[src/design/cls_pkg.sv]
// Package for the command list sequencer.
// Holds the shared constants, field codes and structs. It depends on nothing.
package cls_pkg;

  localparam int DEF_ADDR_BITS = 19;
  localparam int LIMIT_W       = 12;
  localparam int WORD_W        = 16;
  localparam int TYPE_W        = 4;
  localparam int OP_W          = 16;
  localparam int STATUS_W      = 2;
  localparam int ALIGN_BITS    = 3;

  localparam logic [LIMIT_W-1:0] LIMIT_RESET = 12'd2000;
  localparam logic [TYPE_W-1:0]  MAX_TYPE    = 4'd11;
  localparam int                 STEP_BYTES  = 32;

  localparam int END_BIT   = 15;
  localparam int SKIP_BIT  = 14;
  localparam int JUMP_HI   = 13;
  localparam int JUMP_LO   = 12;
  localparam int TYPE_HI   = 3;

  localparam logic KIND_START = 1'b0;
  localparam logic KIND_CMD   = 1'b1;

  typedef enum logic [1:0] {
    JUMP_NEXT   = 2'd0,
    JUMP_ASSIGN = 2'd1,
    JUMP_CALL   = 2'd2,
    JUMP_RETURN = 2'd3
  } jump_t;

  typedef struct packed {
    logic execute;
    logic finished;
    logic aborted;
    logic draw_end;
  } cls_flags_t;

  typedef struct packed {
    logic                ret_valid;
    logic [LIMIT_W-1:0]  count;
    logic [STATUS_W-1:0] status;
    logic                walking;
  } cls_ctl_t;

endpackage

[src/design/cls_if.sv]
// Handshake channels of the command list sequencer: command requests in, results out.
// Depends on cls_pkg for the field widths.
interface cls_in_if;
  import cls_pkg::*;

  logic              valid;
  logic              ready;
  logic              kind;
  logic [WORD_W-1:0] control_word;
  logic [WORD_W-1:0] link_word;

  modport source (output valid, output kind, output control_word, output link_word,
                  input ready);
  modport sink   (input valid, input kind, input control_word, input link_word,
                  output ready);
endinterface

interface cls_out_if #(
  parameter int ADDR_BITS = cls_pkg::DEF_ADDR_BITS
);
  import cls_pkg::*;

  logic                valid;
  logic                ready;
  logic [ADDR_BITS-1:0] cmd_addr;
  logic [TYPE_W-1:0]   cmd_type;
  logic                execute;
  logic [ADDR_BITS-1:0] next_addr;
  logic                finished;
  logic                aborted;
  logic                draw_end;
  logic [STATUS_W-1:0] end_status;
  logic [OP_W-1:0]     current_op;

  modport source (output valid, output cmd_addr, output cmd_type, output execute,
                  output next_addr, output finished, output aborted, output draw_end,
                  output end_status, output current_op, input ready);
  modport sink   (input valid, input cmd_addr, input cmd_type, input execute,
                  input next_addr, input finished, input aborted, input draw_end,
                  input end_status, input current_op, output ready);
endinterface

[src/design/cls_step.sv]
// Decision logic for one request: start, finish, dispatch or abort, and the next address.
// Depends on cls_pkg; purely combinational.
module cls_step #(
  parameter int ADDR_BITS = cls_pkg::DEF_ADDR_BITS
) (
  input  logic                          kind,
  input  logic [cls_pkg::WORD_W-1:0]    control_word,
  input  logic [cls_pkg::WORD_W-1:0]    link_word,
  input  logic [cls_pkg::LIMIT_W-1:0]   limit,
  input  logic [ADDR_BITS-1:0]          walk_addr,
  input  logic [ADDR_BITS-1:0]          ret_addr,
  input  cls_pkg::cls_ctl_t             ctl,
  output logic [ADDR_BITS-1:0]          walk_addr_nxt,
  output logic [ADDR_BITS-1:0]          ret_addr_nxt,
  output cls_pkg::cls_ctl_t             ctl_nxt,
  output logic [ADDR_BITS-1:0]          cmd_addr,
  output logic [cls_pkg::TYPE_W-1:0]    cmd_type,
  output logic [ADDR_BITS-1:0]          next_addr,
  output cls_pkg::cls_flags_t           flags
);
  import cls_pkg::*;

  logic [TYPE_W-1:0]    ty;
  logic [ADDR_BITS-1:0] seq_addr;
  logic [ADDR_BITS-1:0] link_addr;
  jump_t                jump;

  assign ty        = control_word[TYPE_HI:0];
  assign seq_addr  = walk_addr + ADDR_BITS'(STEP_BYTES);
  assign link_addr = ADDR_BITS'({{ADDR_BITS{1'b0}}, link_word, {ALIGN_BITS{1'b0}}});
  assign jump      = jump_t'(control_word[JUMP_HI:JUMP_LO]);

  always_comb begin
    walk_addr_nxt = walk_addr;
    ret_addr_nxt  = ret_addr;
    ctl_nxt       = ctl;
    cmd_addr      = walk_addr;
    cmd_type      = ty;
    next_addr     = walk_addr;
    flags         = '0;
    if (kind == KIND_START) begin
      walk_addr_nxt     = '0;
      ret_addr_nxt      = '0;
      ctl_nxt.ret_valid = 1'b0;
      ctl_nxt.count     = '0;
      ctl_nxt.status    = {1'b0, ctl.status[1]};
      ctl_nxt.walking   = 1'b1;
      cmd_addr          = '0;
      cmd_type          = '0;
      next_addr         = '0;
    end else if (!ctl.walking) begin
      flags.finished = 1'b1;
    end else if (control_word[END_BIT] || ctl.count >= limit) begin
      ctl_nxt.status[1] = 1'b1;
      ctl_nxt.walking   = 1'b0;
      flags.finished    = 1'b1;
      flags.draw_end    = 1'b1;
    end else if (!control_word[SKIP_BIT] && ty > MAX_TYPE) begin
      ctl_nxt.status[1] = 1'b1;
      ctl_nxt.walking   = 1'b0;
      flags.finished    = 1'b1;
      flags.aborted     = 1'b1;
    end else begin
      flags.execute = !control_word[SKIP_BIT];
      unique case (jump)
        JUMP_NEXT:   next_addr = seq_addr;
        JUMP_ASSIGN: next_addr = link_addr;
        JUMP_CALL: begin
          next_addr = link_addr;
          if (!ctl.ret_valid) begin
            ret_addr_nxt      = seq_addr;
            ctl_nxt.ret_valid = 1'b1;
          end
        end
        JUMP_RETURN: begin
          if (ctl.ret_valid) begin
            next_addr         = ret_addr;
            ctl_nxt.ret_valid = 1'b0;
          end else begin
            next_addr = seq_addr;
          end
        end
        default: next_addr = seq_addr;
      endcase
      walk_addr_nxt = next_addr;
      ctl_nxt.count = ctl.count + LIMIT_W'(1);
    end
  end

endmodule

[src/design/command_list_sequencer.sv]
// Top level of the command list sequencer: request register, decision logic, result register.
// Depends on cls_pkg, cls_if and cls_step.
//
// The sequencer takes one request per clock cycle: the request register feeds the decision
// logic and the walk state update, and the outcome is captured in the result register. Each
// request's decision is a single pass of compares and an address select, so back-to-back
// requests run at full rate; a stalled result holds the request register, and the input
// stalls once both are full. The command limit is written through cfg_we and cfg_data; the
// user must write it only while no request is outstanding, which the block does not enforce.
module command_list_sequencer #(
  parameter int ADDR_BITS = cls_pkg::DEF_ADDR_BITS
) (
  input  logic                        clk,
  input  logic                        rst_n,
  cls_in_if.sink                      in_chan,
  cls_out_if.source                   out_chan,
  input  logic                        cfg_we,
  input  logic [cls_pkg::LIMIT_W-1:0] cfg_data
);
  import cls_pkg::*;

  logic                 in_valid_r;
  logic                 kind_r;
  logic [WORD_W-1:0]    ctrl_r;
  logic [WORD_W-1:0]    link_r;
  logic [LIMIT_W-1:0]   limit_r;
  logic [ADDR_BITS-1:0] walk_r;
  logic [ADDR_BITS-1:0] walk_nxt;
  logic [ADDR_BITS-1:0] ret_r;
  logic [ADDR_BITS-1:0] ret_nxt;
  cls_ctl_t             ctl_r;
  cls_ctl_t             ctl_nxt;
  logic [ADDR_BITS-1:0] cmd_addr;
  logic [TYPE_W-1:0]    cmd_type;
  logic [ADDR_BITS-1:0] next_addr;
  cls_flags_t           flags;
  logic                 out_valid_r;
  logic                 advance;

  assign advance       = in_valid_r && (!out_valid_r || out_chan.ready);
  assign in_chan.ready = !in_valid_r || advance;

  cls_step #(.ADDR_BITS(ADDR_BITS)) u_step (
    .kind          (kind_r),
    .control_word  (ctrl_r),
    .link_word     (link_r),
    .limit         (limit_r),
    .walk_addr     (walk_r),
    .ret_addr      (ret_r),
    .ctl           (ctl_r),
    .walk_addr_nxt (walk_nxt),
    .ret_addr_nxt  (ret_nxt),
    .ctl_nxt       (ctl_nxt),
    .cmd_addr      (cmd_addr),
    .cmd_type      (cmd_type),
    .next_addr     (next_addr),
    .flags         (flags)
  );

  always_ff @(posedge clk) begin
    if (!rst_n) begin
      in_valid_r  <= 1'b0;
      out_valid_r <= 1'b0;
      limit_r     <= LIMIT_RESET;
      walk_r      <= '0;
      ret_r       <= '0;
      ctl_r       <= '0;
    end else begin
      if (cfg_we) begin
        limit_r <= cfg_data;
      end
      if (in_chan.ready) begin
        in_valid_r <= in_chan.valid;
      end
      if (advance) begin
        walk_r      <= walk_nxt;
        ret_r       <= ret_nxt;
        ctl_r       <= ctl_nxt;
        out_valid_r <= 1'b1;
      end else if (out_chan.ready) begin
        out_valid_r <= 1'b0;
      end
    end
  end

  always_ff @(posedge clk) begin
    if (in_chan.ready && in_chan.valid) begin
      kind_r <= in_chan.kind;
      ctrl_r <= in_chan.control_word;
      link_r <= in_chan.link_word;
    end
    if (advance) begin
      out_chan.cmd_addr   <= cmd_addr;
      out_chan.cmd_type   <= cmd_type;
      out_chan.execute    <= flags.execute;
      out_chan.next_addr  <= next_addr;
      out_chan.finished   <= flags.finished;
      out_chan.aborted    <= flags.aborted;
      out_chan.draw_end   <= flags.draw_end;
      out_chan.end_status <= ctl_nxt.status;
      out_chan.current_op <= OP_W'(cmd_addr >> ALIGN_BITS);
    end
  end

  assign out_chan.valid = out_valid_r;

endmodule

[src/flat_wrapper.sv]
// flat-port wrapper written by rule: the top's interface ports become plain ports
module command_list_sequencer_flat import cls_pkg::*;
#(
  parameter int ADDR_BITS = cls_pkg::DEF_ADDR_BITS
)
  (clk, rst_n, cfg_we, cfg_data, in_chan_valid, in_chan_kind, in_chan_control_word, in_chan_link_word, in_chan_ready, out_chan_valid, out_chan_cmd_addr, out_chan_cmd_type, out_chan_execute, out_chan_next_addr, out_chan_finished, out_chan_aborted, out_chan_draw_end, out_chan_end_status, out_chan_current_op, out_chan_ready);
  cls_in_if in_chan_i ();
  cls_out_if #(.ADDR_BITS(ADDR_BITS)) out_chan_i ();
  input  logic clk;
  input  logic rst_n;
  input  logic cfg_we;
  input  logic [cls_pkg::LIMIT_W-1:0] cfg_data;
  input wire logic [$bits(in_chan_i.valid)-1:0] in_chan_valid;
  input wire logic [$bits(in_chan_i.kind)-1:0] in_chan_kind;
  input wire logic [$bits(in_chan_i.control_word)-1:0] in_chan_control_word;
  input wire logic [$bits(in_chan_i.link_word)-1:0] in_chan_link_word;
  output wire logic [$bits(in_chan_i.ready)-1:0] in_chan_ready;
  output wire logic [$bits(out_chan_i.valid)-1:0] out_chan_valid;
  output wire logic [$bits(out_chan_i.cmd_addr)-1:0] out_chan_cmd_addr;
  output wire logic [$bits(out_chan_i.cmd_type)-1:0] out_chan_cmd_type;
  output wire logic [$bits(out_chan_i.execute)-1:0] out_chan_execute;
  output wire logic [$bits(out_chan_i.next_addr)-1:0] out_chan_next_addr;
  output wire logic [$bits(out_chan_i.finished)-1:0] out_chan_finished;
  output wire logic [$bits(out_chan_i.aborted)-1:0] out_chan_aborted;
  output wire logic [$bits(out_chan_i.draw_end)-1:0] out_chan_draw_end;
  output wire logic [$bits(out_chan_i.end_status)-1:0] out_chan_end_status;
  output wire logic [$bits(out_chan_i.current_op)-1:0] out_chan_current_op;
  input wire logic [$bits(out_chan_i.ready)-1:0] out_chan_ready;
  assign in_chan_i.valid = in_chan_valid;
  assign in_chan_i.kind = in_chan_kind;
  assign in_chan_i.control_word = in_chan_control_word;
  assign in_chan_i.link_word = in_chan_link_word;
  assign in_chan_ready = in_chan_i.ready;
  assign out_chan_valid = out_chan_i.valid;
  assign out_chan_cmd_addr = out_chan_i.cmd_addr;
  assign out_chan_cmd_type = out_chan_i.cmd_type;
  assign out_chan_execute = out_chan_i.execute;
  assign out_chan_next_addr = out_chan_i.next_addr;
  assign out_chan_finished = out_chan_i.finished;
  assign out_chan_aborted = out_chan_i.aborted;
  assign out_chan_draw_end = out_chan_i.draw_end;
  assign out_chan_end_status = out_chan_i.end_status;
  assign out_chan_current_op = out_chan_i.current_op;
  assign out_chan_i.ready = out_chan_ready;
  command_list_sequencer #(.ADDR_BITS(ADDR_BITS)) u_core (.clk(clk), .rst_n(rst_n), .in_chan(in_chan_i), .out_chan(out_chan_i), .cfg_we(cfg_we), .cfg_data(cfg_data));
endmodule
[config.mk]
export PLATFORM = sky130hd
export DESIGN_NAME = command_list_sequencer_flat
export DESIGN_NICKNAME = d
export VERILOG_FILES = /design/src/design/cls_pkg.sv /design/src/design/cls_if.sv /design/src/design/cls_step.sv /design/src/design/command_list_sequencer.sv /design/src/flat_wrapper.sv
export SDC_FILE = /design/constraint.sdc
export NUM_CORES = 1
export LEC_CHECK = 0
export ABC_AREA = 1
export BUFFER_PORTS_ARGS = -buffer_cell sky130_fd_sc_hd__buf_4
export CAP_MARGIN = 15
export CORE_MARGIN = 2
export CORE_UTILIZATION = 48
export DETAILED_ROUTE_END_ITERATION = 6
export PLACE_DENSITY = 0.77
export SLEW_MARGIN = 20
export SYNTH_ARGS = -nofsm -noshare
export SYNTH_HDL_FRONTEND = slang
export SYNTH_SLANG_ARGS = --single-unit
[constraint.sdc]
create_clock -name clk -period 7.56 [get_ports clk]
set_input_delay 1.134 -clock clk [delete_from_list [all_inputs] [get_ports clk]]
set_output_delay 1.134 -clock clk [all_outputs]
set_load 0.02 [all_outputs]
# Word level (Yosys, flattened, before mapping)
# Index checks and enable logic that the tools add are counted.
# classes
bitwise	2
add_sub_neg	2
n_mux	29
n_eq_ne	8
reduce_logical	18
order_cmp	2
# ops
cell	count
$mux 19	10
$pmux 19 s3	1
$mux 14	2
$mux 13	2
$add 19x6->19 const B	1
$add 12x1->12 const B	1
$ge 12x12->1	1
$mux 1	12
$reduce_and 5->1	2
$ne 2x2->1 const B	4
$eq 2x2->1 const B	2
$gt 4x4->1 const B	1
$reduce_and 4->1	1
$reduce_or 4->1	1
$logic_and 1x1->1	3
$logic_not 1->1	3
$logic_or 1x1->1	3
$ne 3x3->1 const B	1
$reduce_or 3->1	1
$eq 2x1->1 const B	1
$logic_not 2->1	1
$mux 2	1
$not 1->1	2
$pmux 1 s2	1
3 further kinds	3
# totals
output_inout_bits	66
reg_bits	149

# Longest topological paths before layout
# Gate-level depths: netlist of run 1.
# depth
depth_word	7
depth_mapped	16
mapped_depth_nobuf	16

# By module
# A second synthesis of run 1 with hierarchy kept.
# unflattened
cells_unflattened	1105
hier_area_um2	8219.1
# modules_own_cells
module	seq_area_each_um2	cells_each	instances	area_each_um2
command_list_sequencer	3793.6	515	1	5434.0
cls_step	0.0	590	1	2785.2

# Worst setup path before layout of run 1
# OpenSTA, ideal clock, no wires.
# synth_timing
path_kind	input -> register
start	input out_chan_ready
end	register u_core.out_chan.aborted, enable pin
setup_ns	0.431
cell_stages	6
slack_ns	3.965
arrival_ns	3.163
t_required_ns	7.129
path_buffers	2
path_cell_list	inv_1 nand2_1 nand2_1 inv_1 buf_6 clkbuf_1
# synth_via
elab_chain_len	2
# synth_lines
element	line_no	text
start: declaration	flat_wrapper.sv:28	input wire logic [$bits(out_chan_i.ready)-1:0] out_chan_ready;
$logic_or 1x1->1	command_list_sequencer.sv:40	assign advance = in_valid_r && (!out_valid_r || out_chan.ready);
$logic_and 1x1->1	command_list_sequencer.sv:40	
named net u_core.advance	command_list_sequencer.sv:38	logic advance;
end: declaration	cls_if.sv:36	output next_addr, output finished, output aborted, output draw_end,
# The timed path passes the listed nets, and every way through them passes these cells.
# A chain may end at the register's enable or synchronous reset.

# Final worst setup path of run 1
# layout_timing
start	input out_chan_ready
end	register u_core.ret_r[18]
# layout_via
elab_chain_len	3
# layout_lines
element	line_no	text
$logic_or 1x1->1	command_list_sequencer.sv:40	
$logic_and 1x1->1	command_list_sequencer.sv:40	
$reduce_and 5->1 (no source line)	--	
end signal: assignment	command_list_sequencer.sv:77	ret_r <= ret_nxt;
end: declaration	command_list_sequencer.sv:29	logic [ADDR_BITS-1:0] ret_r;
# Every way passes these cells.

==> results of run 1 <==
-- worst reg2reg max path, cell delays in order, from the launching register on --
cell and delay (ns):
edfxtp_1 0.36, buf_4 0.31, inv_1 0.71, a21oi_1 0.13
inv_2 0.23, nand4_4 0.45, a21oi_1 0.31, nor2_1 0.06
-- power breakdown --
part	total (W)	switching, W	internal, W
combinational	0.000209	0.000134	0.0000750
sequential	0.000868	0.0000225	0.000846
clock	0.000838	0.000313	0.000525
total	0.00192	0.000469	0.00145
-- final cells by class --
| cell class | count | area [µm²] | share of cell area, % |
|---|---|---|---|
| inverters | 141 | 531 | 6.18 |
| clock inverters | 11 | 144 | 1.68 |
| repair buffers | 110 | 846 | 9.86 |
| multi-input cells | 586 | 2830 | 32.9 |
| clock buffers | 21 | 450 | 5.25 |
| flip-flops and latches | 141 | 3550 | 41.4 |
| well taps | 184 | 230 | 2.68 |
-- state kept, by name, summed over array words and instances, names as in the netlist --
signal and cells:
u_core.ctl_r 16, u_core.ctrl_r 8, u_core.in_valid_r 1, u_core.kind_r 1
u_core.limit_r 12, u_core.link_r 16, u_core.out_chan.aborted 1, u_core.out_chan.cmd_addr 19
u_core.out_chan.cmd_type 4, u_core.out_chan.draw_end 1, u_core.out_chan.end_status 2, u_core.out_chan.execute 1
u_core.out_chan.finished 1, u_core.out_chan.next_addr 19, u_core.out_chan.valid 1, u_core.ret_r 19
u_core.walk_r 19
-- layer usage --
metal / track usage [%] / vias to the layer above / wire, µm
met3: 4.77 / 20 / 1320
met5: 0 / - / 0
met4: 7.76 / 0 / 217
met2: 30.5 / 251 / 7100
met1: 30.4 / 2718 / 7800
li1: - / 3123 / -
-- cell families after synthesis --
group | synth area share (%)
buffers and inverters | 11.9
AOI/OAI and AO/OA | 9.64
xor gates and xnor gates | 0.484
muxes | 0.138
DFF | 49.0
and+or+nand+nor | 25.8
adders and majority gates | 2.94
-- through the flow --
stage	worst slack, ns	std cells	power, W	hold WS, ns
floorplan	3.97	922	0.00102	0.437
global placement	3.82	1161	0.00108	0.452
CTS	4.20	1193	0.00192	0.468
global route	4.63	1194	0.00199	0.503
detailed placement	3.73	1161	0.00109	0.456
finish	4.80	1194	0.00192	0.463
-- worst max-delay path by stage --
stage / start / to / slack (ns) / cells after the start
final: out_chan_ready / u_core.ret_r[18]$_SDFFE_PN0P_ / 4.80 / 9
after global routing: out_chan_ready / u_core.ret_r[7]$_SDFFE_PN0P_ / 4.63 / 9
after CTS: out_chan_ready / u_core.ret_r[18]$_SDFFE_PN0P_ / 4.20 / 9
after detailed placement: out_chan_ready / u_core.ret_r[6]$_SDFFE_PN0P_ / 3.73 / 9
after global placement: out_chan_ready / u_core.ret_r[6]$_SDFFE_PN0P_ / 3.82 / 9
after floorplan: out_chan_ready / u_core.out_chan.aborted$_SDFFCE_PP0P_ / 3.97 / 6
-- placed cells by master (no fill, tap or decap), drive strengths merged --
cell type,instances
nor3,11
o21ai,46
nand4,24
xor2,3
inv,137
a32oi,2
a21oi,77
a22oi,2
a31o,2
bufinv,3
or2,2
nand3b,1
buf,110
clkinvlp,2
dfxtp,68
edfxtp,73
nor4,4
nand3,61
nand2,245
o21bai,1
clkinv,10
nor2,83
o211ai,2
mux2i,1
o22ai,1
clkbuf,21
xnor2,1
ha,17
==> results.txt, run 1 <==
* Total Die Area: roughly 16000 µm²
- Together, buffers and inverters on the worst path number 4.
* Total routing resource utilization after global routing: 20.9%
- Dividing the detail-routed via count by the number of cells gives roughly 5.1.
* Run status: finished, final reports clean
* Number of enable flip-flop cells after synthesis: 73
- Iteration-0 DRC Markers: 723
* Avg WL per Cell: around 14 µm
* Delay of the slowest cell on the worst path: 0.50 ns
- Entering global routing, the biggest net connects a little under 100 pins.
* Placed wire-length estimate: between 10 and 15 mm
* IR drop worst, VDD: between 0.15 and 0.2 mV
- The floorplan step set the die height to between 100 and 150 µm.
* Wire length of the first global-routing pass: ~27 mm
* Total grt overflow: 0
- Post-detailed-routing wire length: approximately 16 mm
* Post-CTS sizing: 0
- After detailed placement, the total cell area comes to 7960 µm².
* Post-cts hold buffer count: 0
- The initialized floorplan defines 44 standard-cell rows.
- In the synthesized netlist the dominant register cell turns out to be edfxtp_1.
* Leak pwr: 4.03 nW
* Number of diodes: 0
- Capture endpoint of the worst hold path: u_core.limit_r[4]$_SDFFE_PN1P_
- No sink is reached through more buffers than the 2 on the longest clock path.
- Largest clock skew in the final design: 0.00730 ns
- Worst Path Arrival: 3.07 ns
* Area of all placed cells without fillers: around 8600 µm²
* Cell type contributing the most total cell area after synthesis: edfxtp_1
* Worst-path clk slew: roughly 0.06 ns
- Total DRC errors in the routed layout: 0
* Kind of cell with the highest combined delay on the critical path: simple AND/OR/NAND/NOR gates
* Post-synth ARST share: 0%
- Worst min path class: reg -> reg
- Slew headroom: a little under a third
- In the synthesized netlist, the cells that appear most often are nand2_1, inv_1, nor2_1.
- Number of synthesized register bits: between 100 and 150
* Fraction of layout cells with a size suffix above 1: about 16%
* Floorplan core area: around 15000 µm²
* Fin nets: 1064
* Cell count after synthesis: 922
- Detail Route Antenna Nets: 0
- Sequential area share after synthesis: between 40% and 50%
- Setup repair after global routing left no endpoint under its margin.
- Length in cells of the worst reg-to-reg path: 7
- Fill cell total of the finished layout: ~1300
- Summing over every cut layer, the via total after detailed routing is just over 6000.
- Slew at the pin with the worst max-slew slack: 1.04 ns
- Synthesized area divided by synthesized cell count: about 7.9 µm²
- The number of antenna violations at the first check in global routing came to 0.
* Buffer cell driving the clock tree root: clkbuf_16
- Maximum net fanout on the critical path: 35
- Synthesized cell area: 7250 µm²
- The worst hold path passes through 2 cells.
- Max-cap violations: 0
- Dividing total power by cell area gives a power density of 223 nW/µm².
- For this run, the number of Yosys warnings is 0.
* Fmax achieved: roughly 360 MHz
- For the final routed database, the setup TNS stands at 0 ns.
- Number of distinct library cells after synthesis: 38
- The via count of the first global-routing pass is 5499.
- Worst setup path class: in -> reg
- Buffers inserted during clock tree synthesis total 17.
- The signal on the critical path passes through buf_4 -> inv_1 -> nand2_1 -> nand2_1 -> clkinv_2 -> buf_4 -> nand4_4 -> a21oi_1 -> nor2_1.
* Level count of the clock H-tree: 4
* Horizontal extent of the die: approximately 130 µm
- Final GP Congestion: between 0.8 and 0.9
* Final core utilization: between 50% and 60%
- Top cells by area in the synthesized netlist: edfxtp_1, dfxtp_1, nand2_1
* R2R Path End: u_core.ret_r[18]$_SDFFE_PN0P_
- Input and output buffers added on the ports amount to approximately 110.
- Counting I/O delays and the setup requirement, the final critical path takes roughly 2.8 ns.
- CTS tree: done
- Net count after synthesis: slightly below 1000
* Detailed-router iteration count before antenna repair: 6
- Startpoint of the worst hold path: u_core.limit_r[4]$_SDFFE_PN1P_
* # IOs: ~120
- Clock latency reported for the late side of the worst-skew pair: between 0.4 and 0.5 ns
- STA classifies the critical path startpoint as an input port.
* Number of max-slew violations in the final report: 0
- The number of hold violations in the final report came to 0.
* Cell with the most instances after synthesis: nand2_1
- STA classifies the critical path endpoint as a flop.
* Post-CTS repair timing setup buffer count: 0
- Initial Util: 49.5%
- Slowest-stage cell, CP: nand4_4
- At the worst endpoint, the required time is 7.88 ns.
* Reg-to-reg critical path startpoint: u_core.kind_r$_DFFE_PP_
* Crit share post-route: a little over a third
* Proportion of netlist area held by the largest area contributor: between 30% and 40%
- Setup slack of the most critical reg-to-reg path: just under 5 ns
- From synthesis to final layout, the design area changed by 18.4%.
- Setup violations remaining at the end of the flow were counted as 0.
- Clock tree synthesis found a total of approximately 140 sinks.
Power figures use the tool's default switching activity.
==> run 2: changes to the inputs <==
- PLACE_DENSITY: 0.77 -> 0.8
- clock period: 7.56 -> 2.24 ns (I/O delays scaled with it)
==> run 2 against run 1 <==
  * Via count is 4.6% higher
  * Hold slack worse by 0.38 ns
  * Register-to-register slack worse by 4.8 ns
  * Non-clock buffer count is 33 higher
  * Sequential share of layout area is 1.9 points lower
  * Die area stayed put
  * Final cell count is 2.8% higher
  * Clock skew is 0.0012 ns higher
  * Sequential power grew to 3.4 times the previous value
  * Worst setup slack worse by 4.7 ns
  * Wire length is 3.1% higher
  * Global-route usage is 0.59 points higher
  * Largest power group unchanged
==> results.txt, run 2 (synthesis gave the netlist of run 1 again) <==
- Largest clock skew in the final design: 0.00845 ns (was 0.00730 ns)
- Placed wire-length estimate: 11.6 mm (was 11.0 mm)
- Buffer cell driving the clock tree root: clkbuf_16 (unchanged)
* Antenna violations before repair: 0 (unchanged)
- The H-tree depth is 4 (unchanged).
* Post-placement setup slack: 0.0687 ns (was 3.73 ns)
- Detail Route Antenna Nets: 0 (unchanged)
- Net switching power figure: 0.00164 W (was 0.000469 W)
- For this run, the top clock speed supported by timing is 475 MHz.
- Total number of vias: 6394 (was 6112)
* Avg WL per Cell: 13.8 µm (about the same)
- Clock latency reported for the late side of the worst-skew pair: 0.43 ns (about the same)
- Highest-count cells in the layout ignoring fill and taps: nand2_1, buf_4, inv_1 (was nand2_1, inv_1, buf_4).
- The total core area is 14600 µm² (unchanged).
- Horizontal extent of the die: 127 µm (unchanged)
- Delay of the slowest cell on the worst path: 0.30 ns (was 0.50 ns)
- Fraction of layout cells with a size suffix above 1: 19.8% (was 15.5%)
- Count of final setup violators: 0 (unchanged)
- The number of CTS-inserted buffers is 17 (unchanged).
- Unrepaired setup endpoints after global routing: true (was false).
* Maximum net fanout on the critical path: 11 (was 35)
- The area added between synthesis and finish is 24.1% (was 18.4%).
- The CTS tree was done (unchanged).
- The remaining global-route overflow came to 0 (unchanged).
- The fraction of power consumed by combinational cells came to 11.8% (was 10.9%).
* Final worst path period need: approximately 2.1 ns
- The cell area after layout was 8990 µm² (was 8580 µm²).
- Post-cts hold buffer count: 0 (unchanged)
* Detailed-router iteration count before antenna repair: 6 (unchanged)
- Final std cells w/o fill: 1227 (was 1194)
- The transition time at the pin with the least slew margin came to 0.550 ns (was 1.04 ns).
- Leak pwr: 4.22 nW (was 4.03 nW)
- The timing startpoint of the critical path is u_core.limit_r[7]$_SDFFE_PN1P_ (was out_chan_ready).
- Fill cell total of the finished layout: 1238 (was 1299)
* Critical Path End Type: flop (unchanged)
* Net switching share of the total power: 25.5% (was 24.5%)
* Wire length of the first global-routing pass: 27.7 mm (was 26.9 mm)
- The floorplan row count was 44 (unchanged).
* Number of max-slew violations in the final report: 0 (unchanged)
* Worst Path Arrival: 2.43 ns (was 3.07 ns)
- The proportion of power drawn by the clock network came to 42.8% (was 43.7%).
- The DRC violation total after the first TritonRoute iteration is 748 (was 723).
- The post-route worst setup slack came to 0.136 ns (was 4.80 ns).
- Critical path, cell by cell: inv_1 -> ha_1 -> a21oi_1 -> nand2_1 -> a21oi_4 -> nand4_4 -> nand2_8 -> nand4_4 -> clkbuf_16 -> a21oi_1 -> nor2_1 (was buf_4 -> inv_1 -> nand2_1 -> nand2_1 -> clkinv_2 -> buf_4 -> nand4_4 -> a21oi_1 -> nor2_1).
* Pint: 0.00481 W (was 0.00145 W)
* Fin nets: 1097 (was 1064)
- Run status: finished, final reports clean (unchanged)
* Length in cells of the worst reg-to-reg path: 11 (was 7)
- Reg-to-reg critical path startpoint: u_core.limit_r[7]$_SDFFE_PN1P_ (was u_core.kind_r$_DFFE_PP_)
- IR drop worst, VDD: 0.547 mV (was 0.165 mV)
* Hold violation total from the final report: 0 (unchanged)
- The critical path data required time is 2.56 ns (was 7.88 ns).
- Crit share post-route: 93.9%
- Total DRC errors in the routed layout: 0 (unchanged)
* IO Port Bufs: 107 (unchanged)
* Via density per instance: 5.21 (was 5.12)
* Pin count of the biggest net entering global routing: 85 (was 97)
* Max-cap violations: 0 (unchanged)
* Post-detailed-routing wire length: 17.0 mm (was 16.4 mm)
* Final GP Congestion: 0.898 (was 0.878)
- The class of the tightest hold or removal check is in -> reg (was reg -> reg).
* Total routing resource utilization after global routing: 21.5% (was 20.9%)
* # IOs: 116 (unchanged)
- Slew headroom: 63.4% (was 30.3%)
- Number of global-route vias before repair: 5780 (was 5499)
- The critical path launch point type is a flop (was input port).
* Cell depth of the worst hold path: 1 (was 2)
* Total Die Area: 16100 µm² (unchanged)
- Ratio of total power to cell area: 718 nW/µm² (was 223 nW/µm²)
- The classification of the worst setup path was reg -> reg (was in -> reg).
- The total instance count after detailed placement came to 1189 (was 1161).
- Most common cell after layout, fill and taps aside: nand2_1 (unchanged)
- The sequential power share is 45.4% (was 45.3%).
- The slowest library cell on the worst path was dfxtp_1 (was nand4_4).
- Worst-path clk slew: 0.06 ns (about the same)
- Clock tree buffer depth: 2 (unchanged)
- The overall die height was 127 µm (unchanged).
- The startpoint of the worst hold path is in_chan_link_word[11] (was u_core.limit_r[4]$_SDFFE_PN1P_).
- Clock Sink Count: 141 (unchanged)
- Initial Util: 49.5% (unchanged)
- The placed standard-cell area was 8210 µm² (was 7960 µm²).
* Final core utilization: 61.4% (was 58.6%)
- Number of diodes: 0 (unchanged)
-- run 2: worst paths after layout --
kind | end | slack (ns)
setup / recovery | u_core.ret_r[5]$_SDFFE_PN0P_ | 0.14
hold / removal | u_core.link_r[11]$_DFFE_PP_ | 0.08
setup reg to reg | u_core.ret_r[5]$_SDFFE_PN0P_ | 0.14
hold reg to reg | u_core.limit_r[3]$_SDFFE_PN0P_ | 0.46
-- run 2: power groups by stage --
stage               Combinational, W  Clock, W  Sequential (W)
global placement            0.000708         0         0.00297
detailed placement          0.000724         0         0.00298
finish                      0.000762   0.00276         0.00293
CTS                         0.000730   0.00280         0.00293
floorplan                   0.000429         0         0.00302
global route                0.000846   0.00291         0.00294
-- run 2: through the flow --
stage / power [W] / TNS [ns] / hold slack [ns]
after global routing: 0.00670 / -0.00896 / 0.0657
final: 0.00645 / 0 / 0.0824
after floorplan: 0.00345 / 0 / 0.435
after CTS: 0.00646 / 0 / 0.0706
after global placement: 0.00368 / 0 / 0.451
after detailed placement: 0.00370 / 0 / 0.456
-- run 2: layer usage --
layer	track usage [%]	part of all wire, %	vias to the layer above	wire length, µm
met5	0	0	-	0
met4	8.02	1.8	0	305
met3	4.81	8.6	29	1460
met2	32.8	44	312	7520
met1	30.0	45	2865	7680
li1	-	-	3188	-
-- run 2: final cells by class --
class                      instances  area (µm²)  share of cell area (%)
sequential                       141        3560                    39.6
multi-input combinational        586        2920                    32.5
timing repair buffer             143        1170                    13.0
inverter                         141         531                    5.90
clock buffer                      19         443                    4.93
tap                              184         230                    2.56
clock inverter                    13         144                    1.60
-- run 2: worst max-delay path, delay by kind of cell (launching register included) --
family | cells | cell delay, ns
DFF | 1 | 0.30
AOI/OAI and AO/OA | 3 | 0.44
and+or+nand+nor | 5 | 0.67
buffers and inverters | 2 | 0.29
adders and majority gates | 1 | 0.28
-- run 2: what timing repair did --
| item | in CTS | in global routing |
|---|---|---|
| buffers inserted | 0 | 4 |
| endpoints found under the setup margin | 0 | 42 |
| resized for setup | 0 | 22 |
| endpoints found under the hold margin | 0 | 0 |
==> run 3: changes to the inputs <==
- CORE_UTILIZATION: 48 -> 34
- PLACE_DENSITY: 0.8 -> 0.62
==> run 3 against run 2 <==
  * Largest power group unchanged
  * Critical path depth is 2 higher
  * Flip-flop and latch count stayed put
  * Register-to-register slack better by 0.03 ns
  * Critical path type unchanged
  * Die area is 40% higher
==> results.txt, run 3 (synthesis gave the netlist of run 1 again) <==
- Run status: finished, final reports clean (unchanged)
* Total DRC errors in the routed layout: 0 (unchanged)
- Pin count of the biggest net entering global routing: 39 (was 85)
- Horizontal extent of the die: 150 µm (was 127 µm)
- Kind of start point of the critical path: flop (unchanged)
- Count of final setup violators: 0 (unchanged)
- Number of global-route vias before repair: 5436 (was 5780)
- The clock latency at the later pin of the worst-skew pair was 0.43 ns (about the same).
* Fmax achieved: 483 MHz (was 475 MHz)
* Unrepaired setup endpoints after global routing: false (was true)
* Detailed-router iteration count before antenna repair: 5 (was 6)
* Largest clock skew in the final design: 0.00821 ns (was 0.00845 ns)
- Worst-path clk slew: 0.06 ns (about the same)
* Reg-to-reg critical path startpoint: u_core.limit_r[9]$_SDFFE_PN1P_ (was u_core.limit_r[7]$_SDFFE_PN1P_)
- The largest driver fanout on the critical path was 4 (was 11).
* # IOs: 116 (unchanged)
- Number of diodes: 0 (unchanged)
* CTS tree: done (unchanged)
* Critical Path End Type: flop (unchanged)
- Total grt overflow: 0 (unchanged)
* Slew at the pin with the worst max-slew slack: 0.591 ns (was 0.550 ns)
* Buffer cell driving the clock tree root: clkbuf_16 (unchanged)
* Die span in y: 150 µm (was 127 µm)
- The total core area came to 21000 µm² (was 14600 µm²).
- Pint: 0.00477 W (was 0.00481 W)
* Final GP Congestion: 0.862 (was 0.898)
* Final worst path period need: 2.07 ns (was 2.10 ns)
- Kind of cell with the highest combined delay on the critical path: simple AND/OR/NAND/NOR gates (unchanged)
* Via density per instance: 4.65 (was 5.21)
- The final-report max-slew violation count was 0 (unchanged).
- The relative max-transition margin was 60.6% (was 63.4%).
* Combinational power share: 11.7% (was 11.8%)
- Iteration-0 DRC Markers: 394 (was 748)
* Leak pwr: 4.21 nW (was 4.22 nW)
- Detail Route Antenna Nets: 0 (unchanged)
- The routed via count was 6135 (was 6394).
- Level count of the clock H-tree: 4 (unchanged)
* Hold violation total from the final report: 0 (unchanged)
- The proportion of power drawn by the clock network was 42.9% (was 42.8%).
- The most frequent standard cell in the layout excluding fill and tap cells is nand2_1 (unchanged).
- The number of CTS-inserted buffers was 17 (unchanged).
* Clock tree buffer depth: 2 (unchanged)
* Proportion of power drawn by flip-flops and latches: 45.4% (about the same)
- The cell depth of the worst flop-to-flop path was 13 (was 11).
- Crit share post-route: 92.4% (was 93.9%)
- The fraction of final layout cells sized beyond drive strength 1 is 19.3% (was 19.8%).
* Total routing resource utilization after global routing: 15.9% (was 21.5%)
- The wire length of the first global-routing pass came to 27.8 mm (was 27.7 mm).
- The setup TNS after final layout came to 0 ns (unchanged).
- Avg WL per Cell: 13.4 µm (was 13.8 µm)
- Worst min path class: in -> reg (unchanged)
- The total power was 0.00644 W (was 0.00645 W).
- The timing startpoint of the critical path is u_core.limit_r[9]$_SDFFE_PN1P_ (was u_core.limit_r[7]$_SDFFE_PN1P_).
- The number of instances on the worst hold path is 1 (unchanged).
* Max-cap violations: 0 (unchanged)
- The count of hold-fix buffers inserted at cts came to 0 (unchanged).
* Synth-to-Final Area Change: 24.1% (about the same)
- The final-layout worst hold slack was 0.0809 ns (was 0.0824 ns).
- Ratio of total power to cell area: 716 nW/µm² (was 718 nW/µm²)
* Delay of the slowest cell on the worst path: 0.31 ns (was 0.30 ns)
- Worst setup path end: u_core.out_chan.next_addr[3]$_DFFE_PP_ (was u_core.ret_r[5]$_SDFFE_PN0P_)
* Slowest-stage cell, CP: dfxtp_1 (unchanged)
* Antenna violations before repair: 0 (unchanged)
- Critical path buffers and inverters: 4 (was 2)
* Initial Util: 34.6% (was 49.5%)
- The floorplan row count was 53 (was 44).
- The total number of clock tree sinks came to 141 (unchanged).
- The peak supply drop came to 0.312 mV (was 0.547 mV).
- Critical path, cell by cell: inv_1 -> ha_1 -> nand2_1 -> nor2_4 -> nand2_1 -> clkinv_1 -> nand2_2 -> nand4_1 -> nor2_4 -> buf_4 -> nand4_1 -> nand3_1 -> inv_1 (was inv_1 -> ha_1 -> a21oi_1 -> nand2_1 -> a21oi_4 -> nand4_4 -> nand2_8 -> nand4_4 -> clkbuf_16 -> a21oi_1 -> nor2_1).
- Setup slack of the most critical reg-to-reg path: 0.17 ns (was 0.14 ns)
- The final HPWL from detailed placement was 12.6 mm (was 11.6 mm).
- Worst Path Arrival: 2.25 ns (was 2.43 ns)
- Highest-count cells in the layout ignoring fill and taps: nand2_1, buf_4, inv_1 (unchanged)
- The area enclosed by the die boundary came to 22500 µm² (was 16100 µm²).
* R2R Path End: u_core.out_chan.next_addr[3]$_DFFE_PP_ (was u_core.ret_r[5]$_SDFFE_PN0P_)
- The classification of the worst setup path was reg -> reg (unchanged).
- The filler-free cell count of the finished design came to 1319 (was 1227).
- The final routed wirelength across all metal layers came to 17.6 mm (was 17.0 mm).
- The number of fill cells in the layout is 2147 (was 1238).
- The critical path data required time was 2.42 ns (was 2.56 ns).
- The total instance count after detailed placement was 1284 (was 1189).
- Cell depth of the worst setup path: 13 (was 11)
- Net switching power figure: 0.00167 W (was 0.00164 W)
- The number of I/O port buffers is 107 (unchanged).
* Fin nets: 1098 (was 1097)
* Net switching share of the total power: 25.9% (was 25.5%)
[run 3: cell types whose count changed in the layout (fill, tap and decap cells not counted), moves of 3 or more]
cell / previous run / this run
buf_4: 135 / 139
ha_1: 14 / 17
clkinv_2: 3 / 6
ha_4: 3 / 0
[run 3: how the worst min path moves through the flow]
stage,startpoint,endpoint,slack [ns]
after floorplan,in_chan_control_word[0],u_core.ctrl_r[0]$_DFFE_PP_,0.43
final,in_chan_link_word[3],u_core.link_r[3]$_DFFE_PP_,0.08
after global placement,u_core.ret_r[2]$_SDFFE_PN0P_,u_core.ret_r[2]$_SDFFE_PN0P_,0.45
after CTS,in_chan_link_word[3],u_core.link_r[3]$_DFFE_PP_,0.07
after global routing,in_chan_link_word[11],u_core.link_r[11]$_DFFE_PP_,0.07
after detailed placement,u_core.limit_r[5]$_SDFFE_PN0P_,u_core.limit_r[5]$_SDFFE_PN0P_,0.45
[run 3: area by class of cell]
type	instances	area, µm²	share of cell area (%)
clock inverters	14	144	1.60
inverters	141	531	5.90
repair buffers	143	1110	12.4
multi-input cells	587	2880	32.0
flip-flops and latches	141	3550	39.5
well taps	275	344	3.83
clock buffers	18	429	4.77
[run 3: per-layer routing]
| layer | global-route usage, % | share of wire, % | vias up |
|---|---|---|---|
| li1 | - | - | 3185 |
| met1 | 23.5 | 50 | 2733 |
| met2 | 22.6 | 42 | 203 |
| met3 | 3.51 | 6.8 | 14 |
| met4 | 5.47 | 1.4 | 0 |
| met5 | 0 | 0 | - |
[run 3: power groups by stage]
stage | Sequential, W | Clock, W | Combinational (W)
final | 0.00293 | 0.00276 | 0.000753
after global routing | 0.00294 | 0.00291 | 0.000841
after CTS | 0.00293 | 0.00281 | 0.000745
after detailed placement | 0.00298 | 0 | 0.000741
after global placement | 0.00298 | 0 | 0.000732
after floorplan | 0.00302 | 0 | 0.000429
[run 3: repair_timing]
action	in CTS	in global routing
resized for setup	0	12
setup endpoints to repair	0	19
buffers inserted	0	2
[run 3: per-stage QoR]
stage | worst slack [ns] | util [%] | cell area, µm²
2_1_floorplan | 0.213 | - | 7250
3_3_place_gp | 0.107 | 39.9 | 8350
3_5_place_dp | 0.0755 | 39.9 | 8350
4_1_cts | 0.0774 | 42.6 | 8920
5_1_grt | 0.00410 | 42.9 | 8990
6_report | 0.170 | 42.9 | 8990
